==> config.mk <==
export PLATFORM = sky130hd
export DESIGN_NAME = hfdr_front
export DESIGN_NICKNAME = d
export VERILOG_FILES = /design/src/rtl/hfdr_pkg.sv /design/src/rtl/hfdr_front.sv
export SDC_FILE = /design/constraint.sdc
export NUM_CORES = 1
export LEC_CHECK = 0
export BUFFER_PORTS_ARGS = -buffer_cell sky130_fd_sc_hd__buf_2
export CAP_MARGIN = 40
export CORE_MARGIN = 5
export CORE_UTILIZATION = 50
export CTS_BUF_LIST = sky130_fd_sc_hd__clkbuf_8
export CTS_CLUSTER_DIAMETER = 50
export DETAILED_ROUTE_END_ITERATION = 7
export GPL_ROUTABILITY_DRIVEN = 0
export PLACE_DENSITY = 0.78
export SYNTH_ARGS = -nofsm -noshare
export SYNTH_HDL_FRONTEND = slang
export SYNTH_SLANG_ARGS = --single-unit
==> constraint.sdc <==
create_clock -name clk -period 28.4 [get_ports clk]
set_input_delay 4.26 -clock clk [delete_from_list [all_inputs] [get_ports clk]]
set_output_delay 4.26 -clock clk [all_outputs]
set_load 0.01 [all_outputs]
==> src/rtl/hfdr_pkg.sv <==
package hfdr_pkg;

  // input item operation codes
  localparam logic OP_UPDATE = 1'b0;
  localparam logic OP_RESET  = 1'b1;

  // configuration register indexes
  localparam logic [2:0] REG_SWAP_AXES      = 3'd0;
  localparam logic [2:0] REG_NEGATE_FORWARD = 3'd1;
  localparam logic [2:0] REG_NEGATE_LEFT    = 3'd2;
  localparam logic [2:0] REG_METRES_PER_CNT = 3'd3;
  localparam logic [2:0] REG_OFFSET_FORWARD = 3'd4;
  localparam logic [2:0] REG_OFFSET_LEFT    = 3'd5;
  localparam logic [2:0] REG_HEADING_ENABLE = 3'd6;
  localparam logic [2:0] REG_FLOW_ENABLE    = 3'd7;

  localparam int CORDIC_STEPS = 24;
  localparam logic signed [31:0] CORDIC_GAIN = 32'sd652032874;
  localparam int FULL_TURN = 5760;
  localparam int HALF_TURN = 2880;

  // arctangent table, 2^32 per turn
  function automatic logic signed [31:0] atan_lut(input logic [4:0] i);
    logic signed [31:0] r;
    case (i)
      5'd0:  r = 32'sd536870912;
      5'd1:  r = 32'sd316933406;
      5'd2:  r = 32'sd167458907;
      5'd3:  r = 32'sd85004756;
      5'd4:  r = 32'sd42667331;
      5'd5:  r = 32'sd21354465;
      5'd6:  r = 32'sd10680862;
      5'd7:  r = 32'sd5340245;
      5'd8:  r = 32'sd2670163;
      5'd9:  r = 32'sd1335087;
      5'd10: r = 32'sd667544;
      5'd11: r = 32'sd333772;
      5'd12: r = 32'sd166886;
      5'd13: r = 32'sd83443;
      5'd14: r = 32'sd41722;
      5'd15: r = 32'sd20861;
      5'd16: r = 32'sd10430;
      5'd17: r = 32'sd5215;
      5'd18: r = 32'sd2608;
      5'd19: r = 32'sd1304;
      5'd20: r = 32'sd652;
      5'd21: r = 32'sd326;
      5'd22: r = 32'sd163;
      5'd23: r = 32'sd81;
      default: r = 32'sd0;
    endcase
    return r;
  endfunction

  // back-end sequencer states
  typedef enum logic [3:0] {
    BK_IDLE,
    BK_CORD_D,
    BK_BODY_F1,
    BK_BODY_F2,
    BK_BODY_L1,
    BK_BODY_L2,
    BK_CORD_M,
    BK_WX1,
    BK_WX2,
    BK_WY1,
    BK_WY2,
    BK_OUT
  } bk_state_t;

  // command handed from front to back
  typedef struct packed {
    logic        clear;      // reset item: zero the pose
    logic        flow;       // integrate flow
    logic [31:0] d_ang;      // step turn, 32-bit binary angle
    logic [31:0] mid_ang;    // mid-step angle, 32-bit binary angle
    logic [31:0] theta32;    // new heading, 32-bit binary angle
    logic signed [16:0] fwd; // forward counts after sign
    logic signed [16:0] lft; // left counts after sign
  } hfdr_cmd_t;

endpackage

==> src/rtl/hfdr_front.sv <==
// front part: heading bookkeeping and count mapping, one item a cycle while the queue has room
module hfdr_front #(
  parameter int ANGLE_BITS = 16
) (
  input  logic                  clk,
  input  logic                  rst,
  input  logic                  in_valid,
  output logic                  in_ready,
  input  logic                  operation,
  input  logic [12:0]           heading_raw,
  input  logic                  heading_valid,
  input  logic signed [15:0]    flow_dx,
  input  logic signed [15:0]    flow_dy,
  input  logic                  swap_axes,
  input  logic                  negate_forward,
  input  logic                  negate_left,
  input  logic                  heading_enable,
  input  logic                  flow_enable,
  output logic                  cmd_valid,
  input  logic                  cmd_ready,
  output hfdr_pkg::hfdr_cmd_t   cmd
);

  localparam int CONV_W = 13 + ANGLE_BITS + 1;
  // full turn is 45 * 2^7: drop the low 7 bits, then multiply by a reciprocal of 45
  localparam int LOW_SH = 7;
  localparam int DIV_K  = hfdr_pkg::FULL_TURN / 128;
  localparam int Q_W    = CONV_W - LOW_SH;
  localparam int RCP_SH = Q_W + 6;
  localparam int RCP_W  = Q_W + 1;
  localparam int PROD_W = Q_W + RCP_W;
  localparam logic [RCP_W-1:0] RCP =
    RCP_W'(((64'd1 << RCP_SH) + 64'(DIV_K - 1)) / 64'(DIV_K));

  logic [ANGLE_BITS-1:0] heading_angle;
  logic [ANGLE_BITS-1:0] heading_zero;
  logic [CONV_W-1:0]     num;
  logic [PROD_W-1:0]     quo;
  logic [ANGLE_BITS-1:0] conv;
  logic [ANGLE_BITS-1:0] ccw;
  logic [ANGLE_BITS-1:0] nw;
  logic [ANGLE_BITS-1:0] d;
  logic [ANGLE_BITS-1:0] mid;
  logic                  head_ok;
  logic signed [16:0]    fwd;
  logic signed [16:0]    lft;
  logic                  take;
  logic [1:0]            q_cnt;
  logic                  q_wr;
  logic                  q_rd;
  logic                  q_ptr_w;
  logic                  q_ptr_r;
  hfdr_pkg::hfdr_cmd_t   q_mem [2];
  hfdr_pkg::hfdr_cmd_t   cmd_new;

  // heading conversion, reciprocal multiplication by the constant full turn
  always_comb begin
    num     = (CONV_W'(heading_raw) << ANGLE_BITS) + CONV_W'(hfdr_pkg::HALF_TURN);
    quo     = PROD_W'(num[CONV_W-1:LOW_SH]) * PROD_W'(RCP);
    conv    = ANGLE_BITS'(quo >> RCP_SH);
    ccw     = -conv;
    head_ok = heading_enable & heading_valid;
    nw      = ccw - heading_zero;
    d       = head_ok ? nw - heading_angle : '0;
    mid     = heading_angle + {d[ANGLE_BITS-1], d[ANGLE_BITS-1:1]};
  end

  // count mapping
  always_comb begin
    fwd = swap_axes ? 17'(flow_dy) : 17'(flow_dx);
    lft = swap_axes ? 17'(flow_dx) : 17'(flow_dy);
    if (negate_forward) fwd = -fwd;
    if (negate_left) lft = -lft;
  end

  always_comb begin
    cmd_new.clear   = (operation == hfdr_pkg::OP_RESET);
    cmd_new.flow    = flow_enable;
    cmd_new.d_ang   = {d, {(32 - ANGLE_BITS){1'b0}}} >> 0;
    cmd_new.mid_ang = {mid, {(32 - ANGLE_BITS){1'b0}}};
    cmd_new.theta32 = cmd_new.clear ? 32'd0 :
                      {(head_ok ? nw : heading_angle), {(32 - ANGLE_BITS){1'b0}}};
    cmd_new.fwd     = fwd;
    cmd_new.lft     = lft;
  end

  assign in_ready = (q_cnt != 2'd2);
  assign take     = in_valid & in_ready;
  assign q_wr     = take;
  assign q_rd     = cmd_valid & cmd_ready;

  // heading state
  always_ff @(posedge clk) begin
    if (rst) begin
      heading_angle <= '0;
      heading_zero  <= '0;
    end else if (take) begin
      if (operation == hfdr_pkg::OP_RESET) begin
        heading_angle <= '0;
        if (head_ok) heading_zero <= ccw;
      end else if (head_ok) begin
        heading_angle <= nw;
      end
    end
  end

  // two-entry command queue
  always_ff @(posedge clk) begin
    if (q_wr) q_mem[q_ptr_w] <= cmd_new;
  end

  always_ff @(posedge clk) begin
    if (rst) begin
      q_cnt   <= '0;
      q_ptr_w <= 1'b0;
      q_ptr_r <= 1'b0;
    end else begin
      if (q_wr) q_ptr_w <= ~q_ptr_w;
      if (q_rd) q_ptr_r <= ~q_ptr_r;
      q_cnt <= q_cnt + 2'(q_wr) - 2'(q_rd);
    end
  end

  assign cmd_valid = (q_cnt != 2'd0);
  assign cmd       = q_mem[q_ptr_r];

  a_q_bound: assert property (@(posedge clk) disable iff (rst) q_cnt <= 2'd2)
    else $error("command queue count out of range");
  a_no_overflow: assert property (@(posedge clk) disable iff (rst)
    (q_cnt == 2'd2) |-> !q_wr)
    else $error("command queue written while full");
  a_no_underflow: assert property (@(posedge clk) disable iff (rst)
    (q_cnt == 2'd0) |-> !q_rd)
    else $error("command queue read while empty");

endmodule

# Word level (Yosys, flattened, before mapping)

Memory sizes are Yosys's and may differ from the RTL's. A register that Yosys moved wholly into a read port is not among the register bits.
Index checks and enable logic that the tools add are counted.

Multiply operators: 1
Bitwise operators: 5
Reductions and logical operators: 2
Muxes and demuxes: 12
Eq/ne operators: 1
Add/sub/neg operators: 9

Operator list:

| cell                                                | number |
|---|---|
| two-way mux 17 bit                                  | 4 |
| two-way mux 16 bit                                  | 3 |
| multiplier 23 x 24 -> 45 bit, second input constant | 1 |
| negation 17 bit                                     | 2 |
| two-way mux 32 bit                                  | 1 |
| subtractor 16 bit                                   | 2 |
| adder 29 x 12 -> 30 bit, second input constant      | 1 |
| adder 16 bit                                        | 1 |
| negation 16 bit                                     | 1 |
| two-way mux 1 bit                                   | 4 |
| bitwise AND 1 bit                                   | 3 |
| AND reduction 3 bit                                 | 1 |
| adder 2 x 1 -> 2 bit                                | 1 |
| != test 2 bit, second input constant                | 1 |
| inverter 1 bit                                      | 2 |
| nonzero test 2 bit                                  | 1 |
| subtractor 2 x 1 -> 2 bit                           | 1 |

Flip-flop bits (word level): 36
Bits in writable memories: 200
Memories kept: 1
Output and inout bits: 134
Logic and storage cells: 36

Memories:

| memory | depth | width | read ports | clocked after Yosys merged registers in | write ports | RTL line         | source |
|---|---|---|---|---|---|---|---|
| q_mem  | 2     | 100   | 1          | 1                                       | 1           | hfdr_front.sv:53 | `hfdr_pkg::hfdr_cmd_t q_mem [2];` |

# Logic depth before layout (Yosys ltp)

Gate-level depths: netlist (run 1).

Depth after elaboration: 7
Depth in mapped cells: 49
Depth with buffers taken out: 49

# Least setup slack after synthesis (run 1)

OpenSTA, ideal clock, no wires.

Kind: input -> register
Start: in heading_raw[4]
End: mem q_mem[0][81] in the netlist's numbering (data pin)
Required time: 28.138 ns
Path buffers: 0
Library setup time: 0.262 ns
Stages on the path: 44
Setup slack: 14.028 ns
Data arrival time: 14.111 ns
Path through: inv_1 > ha_1 > fa_1 > inv_1 > ha_1 > fa_1 > inv_1 > fa_1 > inv_1 > fa_1 > fa_1 > ha_1 > nand4_1 > o221ai_1 > o21bai_1 > a41oi_1 > xnor2_1 > inv_1 > (+8 left out) > o21ai_0 > a21boi_0 > nor2_1 > ha_1 > and3_1 > a211oi_1 > xor2_1 > nor2_1 > ha_1 > and3_1 > a31o_2 > o41ai_1 > o21ai_0 > a21o_1 > a21oi_1 > or3b_2 > mux2i_1 > nor4_2

RTL lines:

| item            | RTL line         | source |
|---|---|---|
| start, declared | hfdr_front.sv:10 | `input logic [12:0] heading_raw,` |
| end, declared   | hfdr_front.sv:53 |  |

==> impl_metrics.toml, run 1 <==
[hold_path]
min_from = "heading_zero[14]"
holdPathStages = 2
min_path_type = "reg2reg"
min_to = "heading_zero[14]"

[synth]
synth_seq_area_share_pct = 35.95
ys_ff_latch = 205
synthCells = 1565
netlist_area_sq_um = 16090
synth.area.top_cells = "edfxtp_1 (31%), ha_1 (15%), fa_1 (7.6%)"
synth_edf_count = 168
synth_most_common_cell = "inv_1"
synth_common_cells = "inv_1 (201), ha_1 (198), edfxtp_1 (168)"
async_reset_ff_share_pct = 0
avgSynthCellArea_sq_um = 10.28
yosysTopAreaCell = "edfxtp_1"
synth_cell_types = 75
synth_top_area_share_pct = 31.35
synth_warnings = 0
yosys_most_used_dff = "edfxtp_1"

[critical_path]
path_buf_inv = 7
critPathCaptureType = "flip-flop"
slowest_stage = "fa_1"
path_delay_family = "adder cells"
worst_r2r_endpoint = "q_mem[1][81]"
arrival_ns = 15.55
cp_data_required_time_ns = 28.68
critPathLaunchType = "input port"
path_max_fanout = 6
critPathKind = "in2reg"
ff2ff_setup_slack_ns = 21.90
cpPeakStageDelay_ns = 0.56
worstRegToRegCells = 25
rr_startpoint = "heading_zero[0]"

[timing]
period_needed_ns = 15.27
setup_viol = 0
hold_ws_ns = 0.4544
maxSlewHeadroom_pct = 41.22
fin_crit_sh_pct = 53.76
tightest_slew_ns = 0.8817
finalClockSkew_ns = 0.01805
rsz0062_at_grt = "no"
setup_tns_ns = 0
finalHoldViolCount = 0
fmax_mhz = 65.50
slew_viol_final = 0

[route]
drt_wl_total_microns = 34620
post_drt_wl_per_cell_microns = 16.26
drc_errors = 0
via_per_inst = 5.397
drt_first_pass_iters = 5
vias = 11491
ant_nets = 0
drt_iter0_markers = 700

[die]
die_area_sq_um = 35880
num_rows = 65
coreArea_sq_um = 31640
die_y_microns = 189.4
floorplan.initialDensity_pct = 50.87
ios = 190
die_w_microns = 189.4

[cts]
cts_resized = 0
cts_root_buffer = "clkbuf_8"
post-cts-setup-buffers = 0
clkSinkCount = 205
cts_tree = "built"
max-clock-path-buffers = 3
clk_pin_slew_worst_paths_ns = 0.07
postCtsHoldBufs = 0
numCtsBuffers = 29
htreeDepth = 1
clock_latency_ns = 0.55

[finish]
fin_nets = 2018
drive_above_1_share_pct = 17.84
syn_to_final_growth_pct = 9.166

[grt]
grt_usage_pct = 18.97
grt_pass1_wl_microns = 57330
grt_max_degree = 69
grt_pass1_vias = 11822
antenna_found_initial = 1
grt-ovfl-total = 0

[placement]
portBuffers = 141
dpl.hpwl_microns = 27300

[job]
drv_cap = 0

[outcome]
status = "completed"
==> worst register-to-register path, delay by kind of cell (launching register included) <==
family	cells	cell delay, ns
flops	1	0.31
fa+ha+maj	4	1.27
simple gates	7	1.31
compound gates	12	2.98
xor+xnor	1	0.18
mux	1	0.19
==> metal layers <==
metal / part of all wire, % / up-vias / global-route usage (%)
li1: - / 5610 / -
met1: 42 / 5476 / 24.16
met2: 50 / 347 / 34.27
met4: 2.1 / 0 / 4.730
met3: 5.7 / 58 / 2.434
met5: 0 / - / 0
==> placed cells by master, fill, tap and decap left out, types with 4 or more instances in the layout <==
master and n:
nor4_1 4, nand2_1 140, nor3_1 35, mux2_2 87
mux2i_1 36, o31ai_1 4, xnor2_1 66, nor2_1 89
edfxtp_1 168, o21a_1 9, clkbuf_8 29, nand3_1 12
and2_1 7, clkinv_1 9, o21bai_1 4, o211ai_1 5
xor2_1 26, or3_1 11, a21o_1 8, or2_2 6
nor3b_1 7, buf_2 141, o21ai_0 45, nand4_1 5
ha_1 198, clkinv_2 11, a31oi_1 10, a21oi_1 92
a21boi_0 14, buf_4 6, and3_1 5, dfxtp_1 36
fa_1 61, a211oi_1 10, inv_1 205, nand2b_1 5
conb_1 48, nor2b_1 14
==> cell families after synthesis <==
group	share of synthesized area, %
multiplexers	8.326
AND/OR/NAND/NOR	10.36
AO/OA/AOI/OAI	9.003
XOR/XNOR	5.294
buffers and inverters	8.062
adder cells (fa/ha/maj)	22.98
flip-flops	35.95
other	0.02330
==> final cells by class <==
type	count	area, sq um
Antenna cell	1	2.502
Sequential cell	205	5789
Clock inverter	25	111.4
Fill cell	2662	14070
Inverter	202	758.2
Multi-Input combinational cell	1116	9200
Timing Repair Buffer	149	805.8
Clock buffer	29	399.1
Tap cell	402	503.0
==> sequential cells by signal, indices dropped and copies added (netlist names), named ones only <==
signal         flops
heading_angle     16
q_ptr_w            1
heading_zero      16
q_ptr_r            1
q_cnt              2
q_mem            168
==> how the worst max path moves through the flow <==
| stage | cells past startpoint | to | slack, ns | start |
|---|---|---|---|---|
| detailed placement | 45 | q_mem[1][81] | 12.67 | heading_raw[4] |
| CTS | 45 | q_mem[1][81] | 13.23 | heading_raw[4] |
| global route | 45 | q_mem[1][81] | 12.34 | heading_raw[4] |
| global placement | 45 | q_mem[0][81] | 13.07 | heading_raw[4] |
| finish | 45 | q_mem[1][81] | 13.13 | heading_raw[4] |
| floorplan | 44 | q_mem[0][81] | 14.03 | heading_raw[4] |
==> metrics by stage <==
step	cell area [sq um]	util, %	cells	setup slack [ns]
3_5_place_dp	17060	53.91	2074	12.67
3_3_place_gp	17000	53.74	2072	13.07
2_1_floorplan	16270	-	1612	14.03
6_report	17570	55.53	2129	13.13
4_1_cts	17570	55.53	2128	13.23
5_1_grt	17570	55.53	2129	12.34
Power of run 1 is not shown: default switching activity piles up to over one toggle a cycle in this logic, so the estimate is an artifact.
==> inputs of run 2 (changes only) <==
PLACE_DENSITY = 0.81   (was 0.78)
clock period = 13.2 ns   (was 28.4 ns; I/O delays follow)
==> run 2 against run 1 <==
  * Utilization up 0.30 points
  * Die area unchanged
  * Routed wire length rose by 0.78%
  * First-iteration DRC count rose by 4.6%
  * Register-to-register slack worse by 15 ns
  * Via count rose by 0.68%
  * Worst hold slack hardly changed
  * Non-clock buffer count increased by 5
  * Count of clock-buffer cells in the layout is 2 higher
  * Critical path type unchanged
  * Critical endpoint unchanged
  * Highest routed layer unchanged
==> impl_metrics.toml, run 2 (synthesized netlist as in run 1, its figures left out) <==
[outcome]
status = "completed"

[grt]
antenna_found_initial = 0
grt_max_degree = 69
grt_usage_pct = 18.78
grt_pass1_vias = 11792
grt-ovfl-total = 0
grt_pass1_wl_microns = 56450

[timing]
fmax_mhz = 79.86
slew_viol_final = 0
fin_crit_sh_pct = 94.87
finalClockSkew_ns = 0.03306
setup_tns_ns = 0
setup_viol = 0
maxSlewHeadroom_pct = 45.97
finalHoldViolCount = 0
worst_slack_ns = 0.6775
tightest_slew_ns = 0.8104
period_needed_ns = 12.52
rsz0062_at_grt = "no"

[cts]
clkSinkCount = 205
postCtsHoldBufs = 0
cts_tree = "built"
clock_latency_ns = 0.57
clk_pin_slew_worst_paths_ns = 0.06
max-clock-path-buffers = 3
htreeDepth = 1
cts_root_buffer = "clkbuf_8"
numCtsBuffers = 31

[die]
coreArea_sq_um = 31640
die_w_microns = 189.4
floorplan.initialDensity_pct = 50.87
ios = 190
num_rows = 65
die_y_microns = 189.4
die_area_sq_um = 35880

[route]
met1Wirelength_microns = 14720
drt_first_pass_iters = 5
drt_wl_total_microns = 34890
via_per_inst = 5.421
dr.max_layer_used = "met4"
met2_length_microns = 17300
drc_errors = 0
drt_iter0_markers = 732
routed-wl-met3_microns = 2102
post_drt_wl_per_cell_microns = 16.35
ant_nets = 0
vias = 11569

[critical_path]
critPathKind = "in2reg"
cpPeakStageDelay_ns = 0.55
critPathCaptureType = "flip-flop"
cp_common_cell = "ha_1"
worst_r2r_endpoint = "q_mem[1][81]"
ff2ff_setup_slack_ns = 7.06
cp_data_required_time_ns = 13.49
critPathLaunchType = "input port"
path_max_fanout = 6
rr_startpoint = "heading_zero[1]"
slowest_stage = "fa_1"
worstRegToRegCells = 25
arrival_ns = 12.81

[finish]
num-fill-cells = 2658
drive_above_1_share_pct = 18.13
layout_common_cells = "inv_1 (210), ha_1 (198), edfxtp_1 (168), buf_2 (141), nand2_1 (140)"
seq_area_sq_um = 5789
largest_registers = "q_mem x168, heading_angle x16, heading_zero x16"
largest_reg_flops = 168
fin_nets = 2025
antenna_cells = 0
syn_to_final_growth_pct = 9.764
regMostFlops = "q_mem"
multi_input_area_sq_um = 9215
fin_cells = 2134
final_common_cell = "inv_1"

[hold_path]
holdPathStages = 2
min_to = "heading_zero[8]"
min_from = "heading_zero[8]"
min_path_type = "reg2reg"

[placement]
dpl.hpwl_microns = 27140
post-place-ws_ns = 0.04861
post-place-cells = 2079
portBuffers = 141

[job]
drv_cap = 0
[run 2: changes by cell type in the layout (fill, tap and decap cells not counted), sizes merged]
cell      delta
clkinvlp     -1
clkinv       -6
diode        -1
inv          +6
buf          +5
clkbuf       +2
[run 2: final cells by class]
| type | instances | share of cell area, % |
|---|---|---|
| repair buffers | 154 | 4.887 |
| clock inverters | 24 | 0.6233 |
| flip-flops and latches | 205 | 32.77 |
| multi-input cells | 1116 | 52.16 |
| inverters | 202 | 4.292 |
| well taps | 402 | 2.847 |
| clock buffers | 31 | 2.415 |
[run 2: worst max-delay path by stage]
| stage | start | to | slack, ns | depth (start not counted) |
|---|---|---|---|---|
| 2_1_floorplan | heading_raw[4] | q_mem[0][81] | 1.11 | 44 |
| 3_3_place_gp | heading_raw[4] | q_mem[0][81] | 0.36 | 43 |
| 3_5_place_dp | heading_raw[4] | q_mem[0][81] | 0.05 | 43 |
| 4_1_cts | heading_raw[4] | q_mem[1][81] | 0.60 | 43 |
| 5_1_grt | heading_raw[4] | q_mem[1][81] | 0.02 | 46 |
| 6_report | heading_raw[4] | q_mem[1][81] | 0.68 | 46 |
[run 2: worst max-delay path, delay by kind of cell]
| family | cells | cell delay (ns) |
|---|---|---|
| mux | 1 | 0.19 |
| buf+inv | 7 | 0.58 |
| xor+xnor | 3 | 0.55 |
| fa+ha+maj | 12 | 4.67 |
| compound gates | 13 | 2.71 |
| simple gates | 10 | 2.11 |
[run 2: per-layer routing]
metal	global-route usage [%]	vias to the layer above
li1	-	5613
met1	24.37	5541
met2	33.29	360
met3	2.268	55
met4	5.147	0
met5	0	-
[run 2: through the flow]
step	util, %	hold WS, ns	cell area, sq um
after global routing	55.84	0.4737	17670
final	55.84	0.4542	17670
after global placement	53.83	0.4423	17030
after floorplan	-	0.4363	16270
after detailed placement	54.10	0.4465	17110
after CTS	55.79	0.4553	17650
[run 2: what timing repair did]
action	CTS	global route
setup endpoints to repair	0	2
hold endpoints to repair	0	0
resized for setup	0	6
buffers inserted	0	0
Power of run 2 is left out for the same reason.
==> inputs of run 3 (changes only) <==
CTS_BUF_LIST = sky130_fd_sc_hd__clkbuf_2 sky130_fd_sc_hd__clkbuf_4 sky130_fd_sc_hd__clkbuf_8   (was sky130_fd_sc_hd__clkbuf_8)
CTS_CLUSTER_DIAMETER = 120   (was 50)
PLACE_DENSITY = 0.73   (was 0.81)
==> run 3 against run 2 <==
  * Global-route usage fell by 0.41 points
  * Maximum frequency is 0.69% higher
  * Cell count decreased by 0.19%
  * Routed wire length decreased by 2.9%
  * Worst hold slack worse by 0.0019 ns
  * Utilization up 0.12 points
  * Critical path depth unchanged
  * Sequential share of layout area is 0.072 points lower
  * Setup slack better by 0.086 ns
  * Non-clock buffer count fell by 4
  * Count of clock-buffer cells in the layout is 14 higher
  * Largest cell class unchanged
==> impl_metrics.toml, run 3 (synthesized netlist as in run 1, its figures left out) <==
[grt]
grt_usage_pct = 18.36
grt_use_met2_pct = 32.02
gr-usage-met1_pct = 24.29
grt_pass1_wl_microns = 55460
use_met3_pct = 2.046
grt-ovfl-total = 0
antenna_found_initial = 1
grt_pass1_vias = 11450
grt_busiest_layer = "met2"
grt_max_degree = 69

[critical_path]
cp_data_required_time_ns = 13.49
crit_start = "heading_raw[11]"
slowest_stage = "or4_1"
cpPeakStageDelay_ns = 0.59
worstRegToRegCells = 26
ff2ff_setup_slack_ns = 7.12
rr_startpoint = "heading_zero[0]"
path_max_fanout = 6
critPathKind = "in2reg"
crit_path_end = "q_mem[1][81]"
arrival_ns = 12.72
critPathLaunchType = "input port"
worst_r2r_endpoint = "q_mem[1][81]"
critPathCaptureType = "flip-flop"

[outcome]
status = "completed"

[die]
num_rows = 65
die_y_microns = 189.4
floorplan.initialDensity_pct = 50.87
coreArea_sq_um = 31640
die_area_sq_um = 35880
ios = 190
die_w_microns = 189.4

[route]
drt_first_pass_iters = 5
ant_nets = 0
post_drt_wl_per_cell_microns = 15.91
via_per_inst = 5.343
vias = 11381
drt_wl_total_microns = 33890
drc_errors = 0
drt_iter0_markers = 655

[timing]
fmax_mhz = 80.41
setup_viol = 0
finalHoldViolCount = 0
maxSlewHeadroom_pct = 41.77
rsz0062_at_grt = "no"
hold_ws_ns = 0.4523
slew_viol_final = 0
period_needed_ns = 12.44
fin_crit_sh_pct = 94.21
tightest_slew_ns = 0.8735
finalClockSkew_ns = 0.01019

[cts]
post-cts-setup-buffers = 0
clock_latency_ns = 0.55
numCtsBuffers = 30
clk_pin_slew_worst_paths_ns = 0.06
cts_tree = "built"
htreeDepth = 1
max-clock-path-buffers = 3
cts_root_buffer = "clkbuf_8"
clkSinkCount = 205

[placement]
portBuffers = 141
dpl.hpwl_microns = 26440

[finish]
fin_nets = 2020
drive_above_1_share_pct = 18.70
final_common_cell = "inv_1"
layout_common_cells = "inv_1 (201), ha_1 (198), edfxtp_1 (168), buf_2 (141), nand2_1 (140)"
regMostFlops = "q_mem"
syn_to_final_growth_pct = 10.01
largest_registers = "q_mem x168, heading_angle x16, heading_zero x16"
largest_reg_flops = 168

[hold_path]
min_path_type = "reg2reg"

[job]
drv_cap = 0
## run 3: cell count changes in the layout (fill, tap and decap cells not counted), sizes merged
cell,change
clkbuf,+14
diode,+1
inv,-10
clkinv,-7
buf,-4
bufinv,+2
## run 3: critical path, delay by kind of cell
| kind | cells | cell delay [ns] |
|---|---|---|
| AO/OA/AOI/OAI | 13 | 2.64 |
| XOR/XNOR | 2 | 0.44 |
| adder cells (fa/ha/maj) | 12 | 4.73 |
| buffers and inverters | 9 | 0.78 |
| multiplexers | 1 | 0.18 |
| AND/OR/NAND/NOR | 9 | 1.95 |
## run 3: worst min-delay path by stage
| stage | to | startpoint | cells past startpoint | slack (ns) |
|---|---|---|---|---|
| 3_5_place_dp | heading_zero[13] | heading_zero[13] | 2 | 0.45 |
| 2_1_floorplan | heading_zero[11] | heading_zero[11] | 2 | 0.44 |
| 4_1_cts | heading_zero[13] | heading_zero[13] | 2 | 0.46 |
| 5_1_grt | heading_zero[4] | heading_zero[4] | 2 | 0.48 |
| 3_3_place_gp | heading_zero[11] | heading_zero[11] | 2 | 0.44 |
| 6_report | heading_zero[13] | heading_zero[13] | 2 | 0.45 |
## run 3: final cells by class
| cell class | instances | area [sq um] |
|---|---|---|
| tap | 402 | 503.0 |
| inverter | 202 | 758.2 |
| sequential | 205 | 5789 |
| multi-input combinational | 1116 | 9223 |
| fill | 2718 | 13930 |
| clock inverter | 9 | 91.34 |
| antenna | 1 | 2.502 |
| clock buffer | 45 | 544.3 |
| timing repair buffer | 150 | 793.3 |
## run 3: metal layers
metal	wire length [microns]	up-vias
li1	-	5602
met1	14960	5427
met2	16400	290
met3	1638	62
met4	895	0
met5	0	-
## run 3: timing repair
item | CTS | global route
setup endpoints to repair | 0 | 4
hold buffers | 0 | 0
gates resized for setup | 0 | 9
endpoints found under the hold margin | 0 | 0
## run 3: stage by stage
| step | area [sq um] | utilization (%) | TNS [ns] | worst slack [ns] | std cells |
|---|---|---|---|---|---|
| 5_1_grt | 17700 | 55.96 | 0 | 0.06713 | 2130 |
| 6_report | 17700 | 55.96 | 0 | 0.7639 | 2130 |
| 2_1_floorplan | 16270 | - | 0 | 1.108 | 1612 |
| 3_5_place_dp | 17040 | 53.87 | -0.05386 | -0.02693 | 2075 |
| 4_1_cts | 17680 | 55.88 | 0 | 0.5185 | 2129 |
| 3_3_place_gp | 17020 | 53.79 | 0 | 0.2783 | 2074 |
Power of run 3 is left out for the same reason.
